===== src/hw/rtl/ppid_pkg.sv =====
`default_nettype none

package ppid_pkg;

    localparam int DATA_W  = 16;
    localparam int ERR_W   = DATA_W + 1;
    localparam int DIFF_W  = DATA_W + 2;
    localparam int SUM_W   = 32;
    localparam int TOTAL_W = 51;
    localparam int IDX_W   = 3;

    // event codes carried in the input request
    typedef enum logic [1:0] {
        OP_TICK   = 2'd0,
        OP_SAMPLE = 2'd1,
        OP_PWM    = 2'd2
    } op_t;

    // register indexes of the write port
    localparam logic [IDX_W-1:0] REG_SETPOINT   = 3'd0;
    localparam logic [IDX_W-1:0] REG_PROP_GAIN  = 3'd1;
    localparam logic [IDX_W-1:0] REG_INT_GAIN   = 3'd2;
    localparam logic [IDX_W-1:0] REG_DER_GAIN   = 3'd3;
    localparam logic [IDX_W-1:0] REG_PERIOD_TKS = 3'd4;
    localparam logic [IDX_W-1:0] REG_BIAS       = 3'd5;
    localparam logic [IDX_W-1:0] REG_PWM_PERIOD = 3'd6;

    localparam logic [DATA_W-1:0] RST_SETPOINT   = 16'd0;
    localparam logic [DATA_W-1:0] RST_PROP_GAIN  = 16'd256;
    localparam logic [DATA_W-1:0] RST_INT_GAIN   = 16'd0;
    localparam logic [DATA_W-1:0] RST_DER_GAIN   = 16'd0;
    localparam logic [DATA_W-1:0] RST_PERIOD_TKS = 16'd1;
    localparam logic [DATA_W-1:0] RST_BIAS       = 16'd0;
    localparam logic [DATA_W-1:0] RST_PWM_PERIOD = 16'd100;

    typedef struct packed {
        logic signed [DATA_W-1:0] setpoint;
        logic [DATA_W-1:0]        prop_gain;
        logic [DATA_W-1:0]        integral_gain;
        logic [DATA_W-1:0]        derivative_gain;
        logic [DATA_W-1:0]        period_ticks;
        logic [DATA_W-1:0]        output_bias;
        logic [DATA_W-1:0]        pwm_period;
    } cfg_t;

    typedef struct packed {
        logic [DATA_W-1:0]        tick_count;
        logic signed [ERR_W-1:0]  prev_error;
        logic signed [SUM_W-1:0]  error_sum;
        logic [DATA_W-1:0]        drive_value;
        logic [DATA_W-1:0]        pwm_counter;
    } state_t;

endpackage

`default_nettype wire


===== src/hw/rtl/ppid_core.sv =====
`default_nettype none

// next-state logic for one event: pid terms, clamp, tick and pwm counters
module ppid_core
    import ppid_pkg::*;
(
    input  var cfg_t                     cfg,
    input  var state_t                   cur,
    input  wire logic [1:0]              op,
    input  wire logic signed [DATA_W-1:0] measured,
    output state_t                       nxt,
    output logic                         updated
);

    localparam logic signed [SUM_W:0] SUM_MAX = (SUM_W+1)'({1'b0, {(SUM_W-1){1'b1}}});
    localparam logic signed [SUM_W:0] SUM_MIN = (SUM_W+1)'({2'b11, {(SUM_W-1){1'b0}}});

    logic signed [ERR_W-1:0]       err;
    logic signed [DIFF_W-1:0]      diff;
    logic signed [SUM_W:0]         sum_wide;
    logic signed [SUM_W-1:0]       sum_sat;
    logic signed [ERR_W-1:0]       kp_s;
    logic signed [ERR_W-1:0]       ki_s;
    logic signed [ERR_W-1:0]       kd_s;
    logic signed [ERR_W+ERR_W-1:0] p_term;
    logic signed [ERR_W+SUM_W-1:0] i_term;
    logic signed [ERR_W+DIFF_W-1:0] d_term;
    logic signed [TOTAL_W-1:0]     bias_term;
    logic signed [TOTAL_W-1:0]     limit;
    logic signed [TOTAL_W-1:0]     total;
    logic [DATA_W-1:0]             drive_calc;
    logic [DATA_W-1:0]             pwm_inc;
    logic                          compute;

    assign err  = ERR_W'(cfg.setpoint) - ERR_W'(measured);
    assign diff = DIFF_W'(err) - DIFF_W'(cur.prev_error);

    // saturating error sum
    assign sum_wide = (SUM_W+1)'(cur.error_sum) + (SUM_W+1)'(err);
    always_comb
    begin
        if (sum_wide > SUM_MAX)
            sum_sat = SUM_MAX[SUM_W-1:0];
        else if (sum_wide < SUM_MIN)
            sum_sat = SUM_MIN[SUM_W-1:0];
        else
            sum_sat = sum_wide[SUM_W-1:0];
    end

    assign kp_s = $signed({1'b0, cfg.prop_gain});
    assign ki_s = $signed({1'b0, cfg.integral_gain});
    assign kd_s = $signed({1'b0, cfg.derivative_gain});

    assign p_term = kp_s * err;
    assign i_term = ki_s * sum_sat;
    assign d_term = kd_s * diff;

    assign bias_term = $signed(TOTAL_W'({cfg.output_bias, 8'd0}));
    assign limit     = $signed(TOTAL_W'({cfg.pwm_period, 8'd0}));
    assign total     = TOTAL_W'(p_term) + TOTAL_W'(i_term) + TOTAL_W'(d_term) + bias_term;

    always_comb
    begin
        if (total > limit)
            drive_calc = cfg.pwm_period;
        else if (total < 0)
            drive_calc = cfg.output_bias;
        else
            drive_calc = total[DATA_W+7:8];
    end

    assign compute = (cur.tick_count >= cfg.period_ticks);
    assign pwm_inc = cur.pwm_counter + 1'b1;

    always_comb
    begin
        nxt     = cur;
        updated = 1'b0;
        unique case (op)
            OP_TICK:
            begin
                if (cur.tick_count != {DATA_W{1'b1}})
                    nxt.tick_count = cur.tick_count + 1'b1;
            end
            OP_SAMPLE:
            begin
                if (compute)
                begin
                    nxt.tick_count  = '0;
                    nxt.prev_error  = err;
                    nxt.error_sum   = sum_sat;
                    nxt.drive_value = drive_calc;
                    updated         = 1'b1;
                end
            end
            OP_PWM:
            begin
                nxt.pwm_counter = (pwm_inc > cfg.pwm_period) ? '0 : pwm_inc;
            end
            default:
            begin
                nxt = cur;
            end
        endcase
    end

endmodule

`default_nettype wire


===== src/hw/rtl/positional_pid_with_pwm.sv =====
// positional pid regulator with a pwm counter. each input request is an
// event in s_tuser: period tick, measurement sample (value in s_tdata) or
// pwm tick; every request yields exactly one result request carrying the
// drive, the pwm pin level and a flag set when a sample ran a pid update.
// one request is taken every clock cycle while results are taken; a
// request lands in the input register at acceptance, and its result is
// loaded into the result register once that slot is free or emptying.
// the rate is set by the state loop: error sum, the three gain
// multiplies, the clamp and the counters are combinational from the
// input register to the state and result registers. registers must be
// written through cfg_we/cfg_index/cfg_data only while the block is
// idle; the block itself does not enforce this. gains are unsigned q8.8,
// bias and periods are plain integers.
// there is no clearing pass after reset.
`default_nettype none

module positional_pid_with_pwm
    import ppid_pkg::*;
(
    input  wire logic              clk,
    input  wire logic              rst_n,

    input  wire logic              cfg_we,
    input  wire logic [IDX_W-1:0]  cfg_index,
    input  wire logic [DATA_W-1:0] cfg_data,

    input  wire logic              s_tvalid,
    output logic                   s_tready,
    input  wire logic [15:0]       s_tdata,   // [15:0] measured
    input  wire logic [1:0]        s_tuser,   // [1:0] operation

    output logic                   m_tvalid,
    input  wire logic              m_tready,
    output logic [23:0]            m_tdata,   // [15:0] drive, [16] pwm_level, rest zero
    output logic                   m_tuser    // [0] updated
);

    cfg_t                     cfg_reg;
    state_t                   state_reg;
    state_t                   state_next;
    logic                     upd_next;

    // input register
    logic                     in_valid_reg;
    logic [1:0]               in_op_reg;
    logic signed [DATA_W-1:0] in_meas_reg;

    // result register
    logic                     out_valid_reg;
    logic [DATA_W-1:0]        out_drive_reg;
    logic                     out_upd_reg;
    logic                     out_pwm_reg;

    logic                     advance;

    // the input register moves on when the result slot is free or emptying
    assign advance  = in_valid_reg && (!out_valid_reg || m_tready);
    assign s_tready = !in_valid_reg || advance;

    // configuration registers
    always_ff @(posedge clk or negedge rst_n)
    begin
        if (!rst_n)
        begin
            cfg_reg.setpoint        <= RST_SETPOINT;
            cfg_reg.prop_gain       <= RST_PROP_GAIN;
            cfg_reg.integral_gain   <= RST_INT_GAIN;
            cfg_reg.derivative_gain <= RST_DER_GAIN;
            cfg_reg.period_ticks    <= RST_PERIOD_TKS;
            cfg_reg.output_bias     <= RST_BIAS;
            cfg_reg.pwm_period      <= RST_PWM_PERIOD;
        end
        else if (cfg_we)
        begin
            unique case (cfg_index)
                REG_SETPOINT:   cfg_reg.setpoint        <= $signed(cfg_data);
                REG_PROP_GAIN:  cfg_reg.prop_gain       <= cfg_data;
                REG_INT_GAIN:   cfg_reg.integral_gain   <= cfg_data;
                REG_DER_GAIN:   cfg_reg.derivative_gain <= cfg_data;
                REG_PERIOD_TKS: cfg_reg.period_ticks    <= cfg_data;
                REG_BIAS:       cfg_reg.output_bias     <= cfg_data;
                REG_PWM_PERIOD: cfg_reg.pwm_period      <= cfg_data;
                default:        cfg_reg                 <= cfg_reg;   // unmapped index
            endcase
        end
    end

    // input register: valid under reset, payload without
    always_ff @(posedge clk or negedge rst_n)
    begin
        if (!rst_n)
            in_valid_reg <= 1'b0;
        else if (s_tready)
            in_valid_reg <= s_tvalid;
    end

    always_ff @(posedge clk)
    begin
        if (s_tready && s_tvalid)
        begin
            in_op_reg   <= s_tuser;
            in_meas_reg <= $signed(s_tdata);
        end
    end

    // pid datapath and counters
    ppid_core u_core (
        .cfg      (cfg_reg),
        .cur      (state_reg),
        .op       (in_op_reg),
        .measured (in_meas_reg),
        .nxt      (state_next),
        .updated  (upd_next)
    );

    // controller state, updated once per event as it enters the result slot
    always_ff @(posedge clk or negedge rst_n)
    begin
        if (!rst_n)
            state_reg <= '0;
        else if (advance)
            state_reg <= state_next;
    end

    // result register
    always_ff @(posedge clk or negedge rst_n)
    begin
        if (!rst_n)
            out_valid_reg <= 1'b0;
        else if (advance)
            out_valid_reg <= 1'b1;
        else if (m_tready)
            out_valid_reg <= 1'b0;
    end

    always_ff @(posedge clk)
    begin
        if (advance)
        begin
            out_drive_reg <= state_next.drive_value;
            out_upd_reg   <= upd_next;
            out_pwm_reg   <= (state_next.pwm_counter > state_next.drive_value);
        end
    end

    assign m_tvalid = out_valid_reg;
    assign m_tdata  = {7'd0, out_pwm_reg, out_drive_reg};
    assign m_tuser  = out_upd_reg;

    // input side stalls only while a held item waits behind a stalled result
    a_ready_stall: assert property (@(posedge clk) disable iff (!rst_n)
        !s_tready |-> (in_valid_reg && out_valid_reg && !m_tready))
        else $error("input stalled without a blocked result");

    // a pid update always restarts the control period
    a_tick_clear: assert property (@(posedge clk) disable iff (!rst_n)
        (advance && upd_next) |=> (state_reg.tick_count == '0))
        else $error("tick count not cleared after update");

    // the pwm counter never passes the period after it steps
    a_pwm_wrap: assert property (@(posedge clk) disable iff (!rst_n)
        (advance && (in_op_reg == OP_PWM) && !cfg_we)
        |=> (state_reg.pwm_counter <= cfg_reg.pwm_period))
        else $error("pwm counter beyond period");

    // only a sample may report an update
    a_upd_sample: assert property (@(posedge clk) disable iff (!rst_n)
        (advance && (in_op_reg != OP_SAMPLE)) |=> !out_upd_reg)
        else $error("update flagged for a non-sample event");

endmodule

`default_nettype wire

===== config.mk =====
export PLATFORM = sky130hd
export DESIGN_NAME = positional_pid_with_pwm
export DESIGN_NICKNAME = d
export VERILOG_FILES = /design/src/hw/rtl/ppid_pkg.sv /design/src/hw/rtl/ppid_core.sv /design/src/hw/rtl/positional_pid_with_pwm.sv
export SDC_FILE = /design/constraint.sdc
export NUM_CORES = 2
export LEC_CHECK = 0
export ABC_AREA = 1
export BUFFER_PORTS_ARGS = -buffer_cell sky130_fd_sc_hd__buf_4
export CAP_MARGIN = 20
export CORE_ASPECT_RATIO = 0.6
export CORE_MARGIN = 5
export CORE_UTILIZATION = 30
export DETAILED_ROUTE_END_ITERATION = 12
export SLEW_MARGIN = 20
export SYNTH_ARGS = -nofsm -noshare
export SYNTH_HDL_FRONTEND = slang
export SYNTH_SLANG_ARGS = --single-unit

===== constraint.sdc =====
create_clock -name clk -period 36 [get_ports clk]
set_clock_uncertainty 0.05 [all_clocks]
set_input_delay 5.4 -clock clk [delete_from_list [all_inputs] [get_ports clk]]
set_output_delay 5.4 -clock clk [all_outputs]
set_load 0.02 [all_outputs]

# [Word-level counts from Yosys, hierarchy flattened]
# Index checks and enable logic that the tools add are counted.
[totals] out_inout_bits=27 regBits=247 inputBits=42
[op_classes] reduce_logical=19 multipliers=3 n_addsub=8 n_eq_ne=11 muxes=13 n_lt_le_gt_ge=7
[op_table] cell="2-to-1 mux 16 bit" count=6
[op_table] cell="2-to-1 mux 81 bit" count=1
[op_table] cell="2-to-1 mux 32 bit" count=2
[op_table] cell="adder 50 x 35 -> 51 bit" count=1
[op_table] cell="adder 51 x 25 -> 51 bit" count=1
[op_table] cell="> comparator 51 x 25 -> 1 bit" count=1
[op_table] cell="< comparator 51 x 1 -> 1 bit (second input constant)" count=1
[op_table] cell="adder 34 x 49 -> 50 bit" count=1
[op_table] cell="multiplier 17 x 32 -> 49 bit" count=1
[op_table] cell="multiplier 17 x 18 -> 35 bit" count=1
[op_table] cell="multiplier 17 x 17 -> 34 bit" count=1
[op_table] cell="adder 32 x 17 -> 33 bit" count=1
[op_table] cell="> comparator 33 x 32 -> 1 bit (second input constant)" count=1
[op_table] cell="< comparator 33 x 32 -> 1 bit (second input constant)" count=1
[op_table] cell="adder 16 x 1 -> 16 bit (second input constant)" count=2
[op_table] cell="> comparator 16 bit" count=2
[op_table] cell="case mux 16 bit (2 select lines)" count=1
[op_table] cell="subtractor 17 x 17 -> 18 bit" count=1
[op_table] cell="subtractor 16 x 16 -> 17 bit" count=1
[op_table] cell=">= comparator 16 bit" count=1
[op_table] cell="!= test 16 bit (second input constant)" count=1
[op_table] cell="AND reduction 2 bit" count=7
[op_table] cell="== test 3 bit (second input constant)" count=3
[op_table] cell="== test 3 x 2 -> 1 bit (second input constant)" count=2
[op_table] cell="other kinds (13)" count=20

# [Depth between registers and ports, before layout]
[depth] ltp_word=15 ltp_mapped=92 mapped_depth_nobuf=89

# [Modules after synthesis]
# From an unflattened synthesis, not the netlist that was laid out.
[unflattened] hier_cells=7045 area_unflattened_um2=58028.2
[by_module_without_submodules] mod="ppid_core" area_each_um2=48529.0 cells_each=6136 n_inst=1 seq_area_each_um2=0.0
[by_module_without_submodules] mod="positional_pid_with_pwm" area_each_um2=9499.1 cells_each=909 n_inst=1 seq_area_each_um2=6367.4

# [Least setup slack after synthesis]
# OpenSTA, ideal clock, no wires.
[synth_path] path_type="flip-flop to flip-flop" from="register cfg_reg[96] (netlist name)" to="register out_pwm_reg, data pin" path_stages_with_launch=77 arrival_ps=12956 period_less_slack_ps=13271 setup_ps=265 slack_ps=22729 t_required_ps=35685 cell_sequence="dfrtp_1 > inv_1 > ha_1 > inv_1 > fa_1 > nand3_1 > nand2_1 > a21oi_1 > o21ai_0 > or2_2 > nand2_1 > inv_1 > clkbuf_1 > ha_1 > nand2_1 > nor2_1 > inv_1 > nor3_1 > (+41 left out) > nor2_1 > nand2_1 > nor2_1 > nand3_1 > nand2_2 > nand3_4 > nand2_2 > buf_6 > nand2_2 > nand3_1 > nand2_1 > ha_1 > nand2_1 > nor2_1 > a211oi_1 > o221ai_1 > a211oi_1 > a21oi_1"
[synth_via] elab_chain_len=15
[synth_rtl] element="start: declaration" line="positional_pid_with_pwm.sv:38" source="cfg_t cfg_reg;"
[synth_rtl] element="start signal: assignment" line="positional_pid_with_pwm.sv:83" source="default: cfg_reg <= cfg_reg;"
[synth_rtl] element="subtractor 16 x 16 -> 17 bit *" line="ppid_core.sv:35" source="assign err = ERR_W'(cfg.setpoint) - ERR_W'(measured);"
[synth_rtl] element="named net u_core.err[16]" line="ppid_core.sv:18" source="logic signed [ERR_W-1:0] err;"
[synth_rtl] element="adder 32 x 17 -> 33 bit" line="ppid_core.sv:39" source="assign sum_wide = (SUM_W+1)'(cur.error_sum) + (SUM_W+1)'(err);"
[synth_rtl] element="< comparator 33 x 32 -> 1 bit" line="ppid_core.sv:44" source="else if (sum_wide < SUM_MIN)"
[synth_rtl] element="2-to-1 mux 32 bit" line="ppid_core.sv:44"
[synth_rtl] element="2-to-1 mux 32 bit" line="ppid_core.sv:42" source="if (sum_wide > SUM_MAX)"
[synth_rtl] element="multiplier 17 x 32 -> 49 bit" line="ppid_core.sv:55" source="assign i_term = ki_s * sum_sat;"
[synth_rtl] element="adder 34 x 49 -> 50 bit" line="ppid_core.sv:60" source="assign total = TOTAL_W'(p_term) + TOTAL_W'(i_term) + TOTAL_W'(d_term) + bias_term;"
[synth_rtl] element="adder 50 x 35 -> 51 bit *" line="ppid_core.sv:60"
[synth_rtl] element="adder 51 x 25 -> 51 bit *" line="ppid_core.sv:60"
[synth_rtl] element="< comparator 51 x 1 -> 1 bit" line="ppid_core.sv:66" source="else if (total < 0)"
[synth_rtl] element="2-to-1 mux 16 bit" line="ppid_core.sv:66"
[synth_rtl] element="2-to-1 mux 16 bit *" line="ppid_core.sv:64" source="if (total > limit)"
[synth_rtl] element="2-to-1 mux 81 bit *" line="ppid_core.sv:87" source="if (compute)"
[synth_rtl] element="2-to-1 mux 16 bit *" line="ppid_core.sv:79" source="unique case (op)"
[synth_rtl] element="> comparator 16 bit *" line="positional_pid_with_pwm.sv:142" source="out_pwm_reg <= (state_next.pwm_counter > state_next.drive_value);"
[synth_rtl] element="end signal: assignment" line="positional_pid_with_pwm.sv:142"
[synth_rtl] element="end: declaration" line="positional_pid_with_pwm.sv:52" source="logic out_pwm_reg;"
# The timed path passes the listed nets; every way through them passes the cells marked *. The select of a mux whose other input is x is not followed.
# A chain may end at the register's enable or synchronous reset.

# [Worst setup path in the final report]
[layout_path] from="register cfg_reg[96] (netlist name)" to="register out_pwm_reg, data pin"
[layout_via] elab_chain_len=15
[layout_rtl] element="subtractor 16 x 16 -> 17 bit *" line="ppid_core.sv:35"
[layout_rtl] element="adder 32 x 17 -> 33 bit" line="ppid_core.sv:39"
[layout_rtl] element="< comparator 33 x 32 -> 1 bit" line="ppid_core.sv:44"
[layout_rtl] element="2-to-1 mux 32 bit" line="ppid_core.sv:44"
[layout_rtl] element="2-to-1 mux 32 bit" line="ppid_core.sv:42"
[layout_rtl] element="multiplier 17 x 32 -> 49 bit" line="ppid_core.sv:55"
[layout_rtl] element="adder 34 x 49 -> 50 bit" line="ppid_core.sv:60"
[layout_rtl] element="adder 50 x 35 -> 51 bit *" line="ppid_core.sv:60"
[layout_rtl] element="adder 51 x 25 -> 51 bit *" line="ppid_core.sv:60"
[layout_rtl] element="< comparator 51 x 1 -> 1 bit" line="ppid_core.sv:66"
[layout_rtl] element="2-to-1 mux 16 bit" line="ppid_core.sv:66"
[layout_rtl] element="2-to-1 mux 16 bit *" line="ppid_core.sv:64"
[layout_rtl] element="2-to-1 mux 81 bit *" line="ppid_core.sv:87"
[layout_rtl] element="2-to-1 mux 16 bit *" line="ppid_core.sv:79"
[layout_rtl] element="> comparator 16 bit *" line="positional_pid_with_pwm.sv:142"
# Mark *: on every way between the ends. The rest lies on a longest branch, timed or not. The select of a mux whose other input is x is not followed.

==> flow_summary.toml <==
[route]
post-route-drc-count = 0
routedWlPerCell_microns = 22.8
drtPass1Iterations = 6
postRouteAntennaNets = 0
vias = 45403
routed_wirelength_mm = 213
post_drt_via_cell_ratio = 4.88
first_iter_violations = 5145

[critical_path]
crit_path_frequent_cell = "nand2_1"
slowest_stage = "a21oi_2"
critical_path.max_stage_delay_ps = 1000
cp.arrival_ps = 17370
path_max_fanout = 31
cp.required_ps = 36300
end_kind = "flop"
criticalPathCategory = "reg -> reg"
ff2ff_path_depth = 72
startpoint_type = "flop"

[synth]
synth_xor_area_share_pct = 1.28
ys_ff_latch = 247
synth_seq_area_share_pct = 11.1
synth_edf_count = 36
netlist_area_sq_um = 57200
yosysUniqueCellTypes = 64
yosys_warnings = 0
synthFlopType = "dfrtp_1"
synth_top_family_by_area = "adder cells"
synth_compound_area_share_pct = 5.22
async_flop_share_pct = 85.4
synthCells = 6818
muxShareOfSynthArea_pct = 0.105
synth_fa_ha_area_share_pct = 52.3
synthSimpleGateAreaFrac_pct = 16.6
avgSynthCellArea_sq_um = 8.39

[timing]
relSlewSlack_pct = 24.5
fmax_ghz = 0.0586
finalCriticalPeriod_ps = 17070
fin_tns_setup_ps = 0
finalHoldViolations = 0
setup_viol = 0
finalCritPeriodShare_pct = 47.4
grt_setup_unrepaired = "no"
maxSlewViolCount = 0
worst_pin_slew_ps = 1130
timing.hold.ws_ps = 434

[die]
dieArea_sq_um = 200000
dieHeight_microns = 348
die_w_microns = 574
core_area_sq_um = 190000
initial_utilization_pct = 30.1
io_pins = 69
rows = 124

[clocking]
cts_setup_buffers = 0
cts_resized = 0
clkTransAtPathRegs_ps = 70
cts_made_buffers = 29
hold_buffers = 0
cts_tree = "done"
clock_latency_ps = 630
root_buffer = "clkbuf_16"
cts_buffer_depth = 3
cts.sinks = 247
cts_max_level = 1

[hold_path]
hold_class = "reg -> reg"
hold_depth = 2

[final_layout]
largest_reg_flops = 112
area_growth_pct = 7.09
most-common-layout-cells = "1714 x inv_1, 1453 x nand2_1, 1214 x fa_1, 576 x nor2_1, 451 x ha_1"
utilization_pct = 32.2
design_area_sq_um = 61300
final_common_cell = "inv_1"
nets = 8468
final_layout_size_suffix_gt1_share_pct = 4.91

[global_route]
antenna_found_initial = 12
grt_pass1_vias = 46321
grt_pass1_wl_mm = 317
overflow = 0
grt_max_degree = 97
track_usage_pct = 21.3

[placed_design]
hpwl_mm = 183
dpl_cell_area_sq_um = 60200
numPortBuffers = 61
globalplace.congestion = 1.03

[outcome]
status = "complete, no violations"

[job]
max-cap-violations = 0
-- path summary, 6_finish.rpt --
check / start / endpoint / slack, ps
min in group asynchronous: rst_n / state_reg[25] / 4740
min: state_reg[25] / state_reg[25] / 430
min reg2reg: state_reg[25] / state_reg[25] / 430
max in group asynchronous: rst_n / state_reg[34] / 29570
max: cfg_reg[96] / out_pwm_reg / 18930
max reg2reg: cfg_reg[96] / out_pwm_reg / 18930
-- critical path: cells and delay by family, from the launching register on --
family / cells / cell delay, ps
fa+ha+maj: 15 / 6750
simple gates: 38 / 5700
compound gates: 9 / 2330
buf+inv: 9 / 1250
flops: 1 / 380
xor+xnor: 1 / 160
-- layer usage --
metal	routed length, microns	global-route usage (%)	up-vias
li1	-	-	19795
met1	98000	32.7	22952
met2	73300	25.8	2474
met3	38300	12.0	176
met4	2830	2.51	6
met5	37	0	-
-- through the flow --
step                worst slack (ps)  cells
floorplan                      22730   6824
global placement               19270   9248
CTS                            19290   9302
finish                         18930   9304
global route                   18050   9303
detailed placement             19370   9249
-- cells in the mapped netlist (all sizes together) (2+ instances only) --
cell         instances  area [sq um]
o22ai                9          62.6
nand3b               4          30.0
xnor2               27           236
nand4               33           206
or2                 29           181
xor2                56           498
nand3              136           713
edfxtp              36          1080
o221ai               6          52.6
nor4                 6          37.5
nor2               622          2480
o21bai              11          82.6
fa                1214         24300
o31ai               10          75.1
a21o                 7          52.6
dlygate4sd3          9          90.1
a211oi               7          52.6
nor3                48           245
mux2i                6          60.1
a31oi                8          50.1
o21a                 5          37.5
dfrtp              206          5150
o2111ai              4          35.0
inv               1743          6550
a21boi               2          15.0
clkbuf             150           563
dfstp                5           131
buf                 48           362
clkinv              14          52.6
nand2             1471          5570
ha                 451          5640
a21oi              180          1170
o21ai              247          1260
-- layout make-up --
class | instances | area, sq um
multi-input combinational | 4613 | 43300
antenna | 1 | 2.50
tap | 2520 | 3150
inverter | 1757 | 6600
clock inverter | 15 | 204
sequential | 247 | 6370
clock buffer | 38 | 790
timing repair buffer | 113 | 883
fill | 19912 | 129000
-- logic make-up after synthesis --
logic type,count (synthesis)
other,1
multiplexers,6
adder cells (fa/ha/maj),1665
buffers and inverters,1964
XOR/XNOR,83
AO/OA/AOI/OAI,500
AND/OR/NAND/NOR,2352
flip-flops,247
Power is not shown: default switching activity piles up to over one toggle a cycle in this logic, so the estimate is an artifact.
